`src/rtl/core/glb_pkg.sv`:
```
package glb_pkg;

  // Screen and glyph limits.
  localparam int SCREEN_WIDTH     = 800;
  localparam int SCREEN_HEIGHT    = 480;
  localparam int MAX_GLYPH_WIDTH  = 64;
  localparam int MAX_GLYPH_HEIGHT = 64;
  localparam int MAX_GLYPHS       = 64;

  // Field widths of the ports.
  localparam int PIX_BITS = 8;
  localparam int COORD_W  = 11;
  localparam int DIM_W    = 7;
  localparam int COLOR_W  = 32;
  localparam int X_W      = 10;
  localparam int Y_W      = 9;
  localparam int ADDR_W   = 19;
  localparam int BIT_W    = $clog2(PIX_BITS);

  // Derived bounds and counter widths.
  localparam int MAX_BPR = MAX_GLYPH_WIDTH / 8;
  localparam int BPR_W   = $clog2(MAX_BPR + 1);
  localparam int H_W     = $clog2(MAX_GLYPH_HEIGHT + 1);
  localparam int CNT_W   = $clog2(MAX_GLYPHS + 1);
  localparam int BYTE_W  = (MAX_BPR > 1) ? $clog2(MAX_BPR) : 1;
  localparam int ROW_W   = (MAX_GLYPH_HEIGHT > 1) ? $clog2(MAX_GLYPH_HEIGHT) : 1;
  localparam int SLOT_W  = (MAX_GLYPHS > 1) ? $clog2(MAX_GLYPHS) : 1;

  // Signed working widths for screen coordinates, with headroom for the sign.
  localparam int BX_W = $clog2(MAX_GLYPHS * MAX_GLYPH_WIDTH + 1024 + SCREEN_WIDTH) + 2;
  localparam int PY_W = $clog2(MAX_GLYPH_HEIGHT + 1024 + SCREEN_HEIGHT) + 2;

  localparam int FIFO_DEPTH = 4;

  // Register indexes of the configuration channel.
  typedef enum logic [2:0] {
    REG_ORIGIN_X      = 3'd0,
    REG_ORIGIN_Y      = 3'd1,
    REG_INK_COLOR     = 3'd2,
    REG_GLYPH_WIDTH   = 3'd3,
    REG_GLYPH_HEIGHT  = 3'd4,
    REG_GLYPH_COUNT   = 3'd5,
    REG_REVERSE_ORDER = 3'd6
  } reg_index_t;

  typedef struct packed {
    logic [COORD_W-1:0] origin_x;
    logic [COORD_W-1:0] origin_y;
    logic [COLOR_W-1:0] ink_color;
    logic [DIM_W-1:0]   glyph_width;
    logic [DIM_W-1:0]   glyph_height;
    logic [DIM_W-1:0]   glyph_count;
    logic               reverse_order;
  } cfg_t;

  // One classified font byte: where its leftmost pixel lands and which
  // of its eight pixels are both set and on screen (bit 0 is leftmost).
  typedef struct packed {
    logic [BX_W-1:0]     base_x;
    logic [Y_W-1:0]      y;
    logic [ADDR_W-1:0]   row_base;
    logic [PIX_BITS-1:0] mask;
  } blit_t;

endpackage

```
`src/rtl/core/glb_front.sv`:
```
module glb_front (
  input  logic           clk,
  input  logic           rst,
  input  glb_pkg::cfg_t  cfg,
  input  logic           push,
  input  logic           full,
  input  logic [7:0]     font_byte,
  input  logic           restart,
  output logic           wr_en,
  output glb_pkg::blit_t wr_data
);

  logic [glb_pkg::SLOT_W-1:0] glyph_slot, glyph_slot_next, slot_e;
  logic [glb_pkg::ROW_W-1:0]  row_in_glyph, row_in_glyph_next, row_e;
  logic [glb_pkg::BYTE_W-1:0] byte_in_row, byte_in_row_next, byte_e;

  logic [3:0]                 bpr_raw;
  logic [glb_pkg::BPR_W-1:0]  bpr;
  logic [glb_pkg::H_W-1:0]    h;
  logic [glb_pkg::CNT_W-1:0]  cnt;
  logic [glb_pkg::CNT_W-1:0]  pos;
  logic [glb_pkg::BX_W-1:0]   xoff, bx;
  logic [glb_pkg::PY_W-1:0]   py;
  logic                       y_ok;
  logic                       accept;
  logic [glb_pkg::BX_W-1:0]   px_b [glb_pkg::PIX_BITS];
  logic [glb_pkg::PIX_BITS-1:0] mask;

  assign accept = push && !full;

  always_comb begin
    // Settings clamped to what the counters can use.
    bpr_raw = cfg.glyph_width[glb_pkg::DIM_W-1:3];
    if (bpr_raw == '0) begin
      bpr = glb_pkg::BPR_W'(1);
    end else if (32'(bpr_raw) > glb_pkg::MAX_BPR) begin
      bpr = glb_pkg::BPR_W'(glb_pkg::MAX_BPR);
    end else begin
      bpr = glb_pkg::BPR_W'(bpr_raw);
    end
    if (cfg.glyph_height == '0) begin
      h = glb_pkg::H_W'(1);
    end else if (32'(cfg.glyph_height) > glb_pkg::MAX_GLYPH_HEIGHT) begin
      h = glb_pkg::H_W'(glb_pkg::MAX_GLYPH_HEIGHT);
    end else begin
      h = glb_pkg::H_W'(cfg.glyph_height);
    end
    if (cfg.glyph_count == '0) begin
      cnt = glb_pkg::CNT_W'(1);
    end else if (32'(cfg.glyph_count) > glb_pkg::MAX_GLYPHS) begin
      cnt = glb_pkg::CNT_W'(glb_pkg::MAX_GLYPHS);
    end else begin
      cnt = glb_pkg::CNT_W'(cfg.glyph_count);
    end

    // A counter left beyond a setting that has since shrunk starts again.
    slot_e = (restart || 32'(glyph_slot) >= 32'(cnt)) ? '0 : glyph_slot;
    row_e  = (restart || 32'(row_in_glyph) >= 32'(h)) ? '0 : row_in_glyph;
    byte_e = (restart || 32'(byte_in_row) >= 32'(bpr)) ? '0 : byte_in_row;

    pos = cfg.reverse_order ? (cnt - glb_pkg::CNT_W'(1) - glb_pkg::CNT_W'(slot_e))
                            : glb_pkg::CNT_W'(slot_e);
    xoff = glb_pkg::BX_W'(32'(pos) * 32'(bpr) * 8 + 32'(byte_e) * 8);
    bx = {{(glb_pkg::BX_W - glb_pkg::COORD_W){cfg.origin_x[glb_pkg::COORD_W-1]}},
          cfg.origin_x} + xoff;
    py = {{(glb_pkg::PY_W - glb_pkg::COORD_W){cfg.origin_y[glb_pkg::COORD_W-1]}},
          cfg.origin_y} + glb_pkg::PY_W'(row_e);
    y_ok = !py[glb_pkg::PY_W-1] && (py < glb_pkg::PY_W'(glb_pkg::SCREEN_HEIGHT));

    for (int b = 0; b < glb_pkg::PIX_BITS; b++) begin
      px_b[b] = bx + glb_pkg::BX_W'(b);
      mask[b] = font_byte[glb_pkg::PIX_BITS-1-b] && y_ok && !px_b[b][glb_pkg::BX_W-1] &&
                (px_b[b] < glb_pkg::BX_W'(glb_pkg::SCREEN_WIDTH));
    end

    // Counter advance: byte, then row, then glyph, wrapping at the end.
    glyph_slot_next   = slot_e;
    row_in_glyph_next = row_e;
    byte_in_row_next  = byte_e + 1'b1;
    if (32'(byte_e) + 1 >= 32'(bpr)) begin
      byte_in_row_next  = '0;
      row_in_glyph_next = row_e + 1'b1;
      if (32'(row_e) + 1 >= 32'(h)) begin
        row_in_glyph_next = '0;
        glyph_slot_next   = slot_e + 1'b1;
        if (32'(slot_e) + 1 >= 32'(cnt)) begin
          glyph_slot_next = '0;
        end
      end
    end
  end

  // Bytes with no visible pixel only move the counters.
  assign wr_en            = accept && (mask != '0);
  assign wr_data.base_x   = bx;
  assign wr_data.y        = py[glb_pkg::Y_W-1:0];
  assign wr_data.row_base = glb_pkg::ADDR_W'(32'(py[glb_pkg::PY_W-2:0]) *
                                              32'(glb_pkg::SCREEN_WIDTH));
  assign wr_data.mask     = mask;

  always_ff @(posedge clk) begin
    if (rst) begin
      glyph_slot   <= '0;
      row_in_glyph <= '0;
      byte_in_row  <= '0;
    end else if (accept) begin
      glyph_slot   <= glyph_slot_next;
      row_in_glyph <= row_in_glyph_next;
      byte_in_row  <= byte_in_row_next;
    end
  end

endmodule

```
`src/rtl/core/glb_fifo.sv`:
```
module glb_fifo (
  input  logic           clk,
  input  logic           rst,
  input  logic           wr_en,
  input  glb_pkg::blit_t wr_data,
  input  logic           rd_en,
  output glb_pkg::blit_t rd_data,
  output logic           full,
  output logic           empty
);

  localparam int PTR_W = (glb_pkg::FIFO_DEPTH > 1) ? $clog2(glb_pkg::FIFO_DEPTH) : 1;
  localparam int CNT_W = $clog2(glb_pkg::FIFO_DEPTH + 1);

  glb_pkg::blit_t    entries [glb_pkg::FIFO_DEPTH];
  logic [PTR_W-1:0]  wr_ptr, rd_ptr;
  logic [CNT_W-1:0]  count;

  assign full    = (count == CNT_W'(glb_pkg::FIFO_DEPTH));
  assign empty   = (count == '0);
  assign rd_data = entries[rd_ptr];

  always_ff @(posedge clk) begin
    if (wr_en) begin
      entries[wr_ptr] <= wr_data;
    end
  end

  always_ff @(posedge clk) begin
    if (rst) begin
      wr_ptr <= '0;
      rd_ptr <= '0;
      count  <= '0;
    end else begin
      if (wr_en) begin
        wr_ptr <= (32'(wr_ptr) == glb_pkg::FIFO_DEPTH - 1) ? '0 : wr_ptr + 1'b1;
      end
      if (rd_en) begin
        rd_ptr <= (32'(rd_ptr) == glb_pkg::FIFO_DEPTH - 1) ? '0 : rd_ptr + 1'b1;
      end
      if (wr_en && !rd_en) begin
        count <= count + 1'b1;
      end else if (rd_en && !wr_en) begin
        count <= count - 1'b1;
      end
    end
  end

endmodule

```
`src/rtl/core/glb_back.sv`:
```
module glb_back (
  input  logic                        clk,
  input  logic                        rst,
  input  logic [glb_pkg::COLOR_W-1:0] ink_color,
  input  logic                        fifo_empty,
  input  glb_pkg::blit_t              fifo_data,
  output logic                        fifo_rd,
  output logic                        empty,
  input  logic                        pop,
  output logic [glb_pkg::X_W-1:0]     pixel_x,
  output logic [glb_pkg::Y_W-1:0]     pixel_y,
  output logic [glb_pkg::ADDR_W-1:0]  pixel_address,
  output logic [glb_pkg::COLOR_W-1:0] pixel_color,
  output logic                        last_of_byte
);

  glb_pkg::blit_t               cur;
  logic                         cur_valid;
  logic                         out_valid;
  logic                         out_free;
  logic                         emit;
  logic                         last;
  logic [glb_pkg::BIT_W-1:0]    idx;
  logic [glb_pkg::PIX_BITS-1:0] mask_rest;
  logic [glb_pkg::BX_W-1:0]     px;

  always_comb begin
    // Leftmost remaining pixel goes first.
    idx = '0;
    for (int b = glb_pkg::PIX_BITS - 1; b >= 0; b--) begin
      if (cur.mask[b]) begin
        idx = glb_pkg::BIT_W'(b);
      end
    end
    mask_rest = cur.mask & ~(glb_pkg::PIX_BITS'(1) << idx);
    last      = (mask_rest == '0);
    out_free  = !out_valid || pop;
    emit      = cur_valid && out_free;
    fifo_rd   = !fifo_empty && (!cur_valid || (emit && last));
    px        = cur.base_x + glb_pkg::BX_W'(idx);
  end

  assign empty = !out_valid;

  always_ff @(posedge clk) begin
    if (rst) begin
      cur_valid <= 1'b0;
      out_valid <= 1'b0;
    end else begin
      if (fifo_rd) begin
        cur       <= fifo_data;
        cur_valid <= 1'b1;
      end else if (emit) begin
        cur.mask  <= mask_rest;
        cur_valid <= !last;
      end
      if (emit) begin
        out_valid     <= 1'b1;
        pixel_x       <= px[glb_pkg::X_W-1:0];
        pixel_y       <= cur.y;
        pixel_address <= cur.row_base + glb_pkg::ADDR_W'(px);
        pixel_color   <= ink_color;
        last_of_byte  <= last;
      end else if (pop) begin
        out_valid <= 1'b0;
      end
    end
  end

endmodule

```
`src/rtl/core/glyph_bitmap_blitter.sv`:
```
// Glyph bitmap blitter: turns a stream of 1-bit-per-pixel font bytes into
// framebuffer pixel writes on an 800 by 480 screen.
// Input channel: a font byte and a restart flag are taken as one word at a
// clock edge with push high and full low. Bytes arrive row by row, glyph by
// glyph, bit 7 leftmost; restart clears the glyph, row and byte counters.
// Output channel: while empty is low the oldest pixel write stands on the
// result ports, and pop takes it. Each set bit that lands on screen gives
// one word; last_of_byte marks the final word of a byte.
// Configuration: a separate valid/ready write channel, always ready, that
// writes origin, ink colour, glyph size, glyph count and order. It is to be
// used only while the block is idle.
// Timing: the front end takes a byte every cycle while its four-entry queue
// has room; a byte's pixels pass through the queue, the stepper's current
// byte register and the output register. The back end emits one pixel per
// cycle while the receiver takes them, working through a byte's visible
// pixels, from none up to eight, with the single pixel stepper as the limit.
// Reset clears the counters, the queue and the output register and loads
// the default settings. If the receiver stalls, the output word holds, the
// queue fills and full rises.
module glyph_bitmap_blitter (
  input  logic                        clk,
  input  logic                        rst,
  input  logic                        push,
  output logic                        full,
  input  logic [glb_pkg::PIX_BITS-1:0] font_byte,
  input  logic                        restart,
  output logic                        empty,
  input  logic                        pop,
  output logic [glb_pkg::X_W-1:0]     pixel_x,
  output logic [glb_pkg::Y_W-1:0]     pixel_y,
  output logic [glb_pkg::ADDR_W-1:0]  pixel_address,
  output logic [glb_pkg::COLOR_W-1:0] pixel_color,
  output logic                        last_of_byte,
  input  logic                        cfg_valid,
  output logic                        cfg_ready,
  input  logic [2:0]                  cfg_index,
  input  logic [31:0]                 cfg_data
);

  glb_pkg::cfg_t  cfg;
  logic           q_wr, q_rd, q_empty;
  glb_pkg::blit_t q_wr_data, q_rd_data;

  // The settings registers accept a write in every cycle.
  assign cfg_ready = 1'b1;

  always_ff @(posedge clk) begin
    if (rst) begin
      cfg.origin_x      <= '0;
      cfg.origin_y      <= '0;
      cfg.ink_color     <= '0;
      cfg.glyph_width   <= glb_pkg::DIM_W'(16);
      cfg.glyph_height  <= glb_pkg::DIM_W'(16);
      cfg.glyph_count   <= glb_pkg::DIM_W'(1);
      cfg.reverse_order <= 1'b0;
    end else if (cfg_valid && cfg_ready) begin
      case (glb_pkg::reg_index_t'(cfg_index))
        glb_pkg::REG_ORIGIN_X:      cfg.origin_x      <= cfg_data[glb_pkg::COORD_W-1:0];
        glb_pkg::REG_ORIGIN_Y:      cfg.origin_y      <= cfg_data[glb_pkg::COORD_W-1:0];
        glb_pkg::REG_INK_COLOR:     cfg.ink_color     <= cfg_data[glb_pkg::COLOR_W-1:0];
        glb_pkg::REG_GLYPH_WIDTH:   cfg.glyph_width   <= cfg_data[glb_pkg::DIM_W-1:0];
        glb_pkg::REG_GLYPH_HEIGHT:  cfg.glyph_height  <= cfg_data[glb_pkg::DIM_W-1:0];
        glb_pkg::REG_GLYPH_COUNT:   cfg.glyph_count   <= cfg_data[glb_pkg::DIM_W-1:0];
        glb_pkg::REG_REVERSE_ORDER: cfg.reverse_order <= cfg_data[0];
        default: begin
          // Writes to unused indices are dropped.
        end
      endcase
    end
  end

  // Front end: counters and classification of each byte into a pixel mask.
  glb_front u_front (
    .clk       (clk),
    .rst       (rst),
    .cfg       (cfg),
    .push      (push),
    .full      (full),
    .font_byte (font_byte),
    .restart   (restart),
    .wr_en     (q_wr),
    .wr_data   (q_wr_data)
  );

  // Short queue that lets the front end run ahead of the pixel stepper.
  glb_fifo u_fifo (
    .clk     (clk),
    .rst     (rst),
    .wr_en   (q_wr),
    .wr_data (q_wr_data),
    .rd_en   (q_rd),
    .rd_data (q_rd_data),
    .full    (full),
    .empty   (q_empty)
  );

  // Back end: one pixel write per cycle into the output register when free.
  glb_back u_back (
    .clk           (clk),
    .rst           (rst),
    .ink_color     (cfg.ink_color),
    .fifo_empty    (q_empty),
    .fifo_data     (q_rd_data),
    .fifo_rd       (q_rd),
    .empty         (empty),
    .pop           (pop),
    .pixel_x       (pixel_x),
    .pixel_y       (pixel_y),
    .pixel_address (pixel_address),
    .pixel_color   (pixel_color),
    .last_of_byte  (last_of_byte)
  );

endmodule

```
`config.mk`:
```
export PLATFORM = sky130hd
export DESIGN_NAME = glyph_bitmap_blitter
export DESIGN_NICKNAME = d
export VERILOG_FILES = /design/src/rtl/core/glb_pkg.sv /design/src/rtl/core/glb_front.sv /design/src/rtl/core/glb_fifo.sv /design/src/rtl/core/glb_back.sv /design/src/rtl/core/glyph_bitmap_blitter.sv
export SDC_FILE = /design/constraint.sdc
export NUM_CORES = 1
export LEC_CHECK = 0
export CAP_MARGIN = 20
export CORE_MARGIN = 4
export CORE_UTILIZATION = 40
export CTS_BUF_LIST = sky130_fd_sc_hd__clkbuf_4
export CTS_CLUSTER_DIAMETER = 80
export CTS_CLUSTER_SIZE = 25
export DETAILED_ROUTE_END_ITERATION = 10
export DONT_BUFFER_PORTS = 1
export PLACE_DENSITY = 0.55
export SETUP_SLACK_MARGIN = 0.02
export SLEW_MARGIN = 0
export SYNTH_ARGS = -nofsm -noshare
export SYNTH_HDL_FRONTEND = slang
export SYNTH_HIERARCHICAL = 1
export SYNTH_SLANG_ARGS = --single-unit
```
`constraint.sdc`:
```
create_clock -name clk -period 10.6 [get_ports clk]
set_input_delay 1.06 -clock clk [delete_from_list [all_inputs] [get_ports clk]]
set_output_delay 1.06 -clock clk [all_outputs]
set_load 0.005 [all_outputs]
```
==> results.cfg <==
[place]
post-dp-hpwl_mm = 29.04
dpl.cell_count = 2262
placed_cell_area_mm2 = 0.02199
io_buffers = 0
gp_congestion = 0.8774
dp_worst_setup_slack_ns = 0.1929

[die]
io-pin-count = 123
num_rows = 84
dieArea_mm2 = 0.05709
start_util_pct = 40.52
die_w_um = 238.9
fp.dieH_um = 238.9
core_mm2 = 0.05266

[setup_path]
cpMostUsedCell = a21o_1
slowest_delay_ns = 0.53
arrival_ns = 10.63
cp-end-kind = register
path_max_fanout = 7
setup.worst_path.start_class = register
worstPathRequired_ns = 11.31
crit_path_top_delay_cell = fa_1
critPathKind = register to register

[timing]
finClkSkew_ns = 0.1270
setup_ws_ns = 0.6836
setup_viol = 0
period_share_pct = 93.55
finalSetupTns_ns = 0
worst_pin_slew_ns = 0.9779
drv_slew = 0
finalHoldViolCount = 0
period_minus_slack_ns = 9.916
slew_headroom_pct = 34.81
fmax_ghz = 0.1008
whs_ns = 0.2968

[logic_synthesis]
syn-instance-count = 1615
postSynthAreaPerCell_um2 = 13.21
ys_warn_count = 6
syn_area_mm2 = 0.02133

[clocking]
clockBufferDepth = 3
htreeDepth = 1
clockRootBuffer = clkbuf_4
clock-sinks = 425
cts.hold.buffers_added = 0
clock_latency_ns = 0.89
clkTransAtPathRegs_ns = 0.22
cts_tree = built
numCtsBuffers = 28

[power_and_ir_drop]
ir_drop_mv = 0.09328
fin_total_pwr_mw = 4.183
power_density_mw_per_mm2 = 184.3
power.leakage_nw = 8.688

[route]
drtIter0Drc = 692
dr_total_vias = 12091
dr.pass1.iters = 7
antenna_left = 0
vias_per_cell = 5.212
drc = 0
wl_mm = 42.46
detail_route.wl_per_cell_um = 18.30

[global_routing]
grt_usage_pct = 14.60
grt_pass1_wl_mm = 67.33
grt_max_degree = 131
grt_pass1_vias = 12156
antenna_found_initial = 2
overflow = 0

[final_layout]
design_area_mm2 = 0.02270
seqCellArea_mm2 = 0.01178
drive_gt1_share_pct = 10.79
instances_no_fill = 2320
final_util_pct = 43.11
nFillCells = 4768
final_nets = 1820
multi_input_area_mm2 = 0.008949
areaGrowthSynthToFinish_pct = 6.404

[outcome]
outcome = completed

[min_path]
hold_class = input pin to register

[run]
maxCapViolations = 0
==> metal layers <==
layer | wire length, um | GRT usage, %
met5 | 42 | 0
met2 | 21030 | 25.57
met1 | 19010 | 19.37
met3 | 1509 | 2.007
met4 | 865 | 3.428
==> cell type report <==
type,count,share of cell area [%]
antenna,1,0.01102
clock buffer,31,1.025
clock inverter,20,1.312
inverter,96,1.587
multi-input combinational,1036,39.42
sequential,425,51.89
tap,688,3.792
timing repair buffer,23,0.9590
==> report_power, final <==
group / internal, mW / switching, mW / total, mW
combinational: 0.503 / 0.595 / 1.10
sequential: 2.12 / 0.145 / 2.26
clock: 0.255 / 0.569 / 0.824
total: 2.87 / 1.31 / 4.18
==> worst max-delay path, delay by kind of cell (launching register included) <==
| family | cells | cell delay (ns) |
|---|---|---|
| XOR/XNOR | 4 | 0.69 |
| flip-flops | 1 | 0.37 |
| AO/OA/AOI/OAI | 17 | 3.05 |
| buffers and inverters | 4 | 0.20 |
| AND/OR/NAND/NOR | 14 | 2.07 |
| adder cells (fa/ha/maj) | 10 | 3.34 |
==> what timing repair did <==
action,in CTS,in global routing
gates resized for setup,2,31
cloned,0,0
buffers inserted,0,5
setup endpoints to repair,1,209
pin swaps,0,13
==> path summary, 6_finish.rpt <==
path                       start                end  slack [ns]  cells past startpoint
setup / recovery          cfg[6]    u_fifo/count[2]        0.68                     49
hold reg to reg   u_back/cur[32]  u_back/pixel_y[5]        0.45                      0
setup reg to reg          cfg[6]    u_fifo/count[2]        0.68                     49
hold / removal      cfg_data[11]            cfg[33]        0.30                      2
==> registers in the layout, summed over array words and instances (netlist names), 9 cells and up, named ones only <==
name / cells
u_back/pixel_y: 9
u_back/pixel_address: 19
u_back/pixel_color: 32
u_back/cur: 51
cfg: 73
u_fifo/entries: 204
u_back/pixel_x: 10
==> placed cells by master, fill, tap and decap left out, drive strengths merged, types with 20 or more instances in the layout <==
cell type,count
edfxtp,326
ha,136
nand2b,120
nor2,104
inv,102
dfxtp,99
mux2i,82
nand2,70
a21oi,64
xnor2,54
mux4,51
clkbuf,32
a21o,30
fa,25
xor2,24
and2,24
o21ai,24
buf,22
nor3,21
nand3,20
Note: power is estimated with default switching activity, not from simulation.
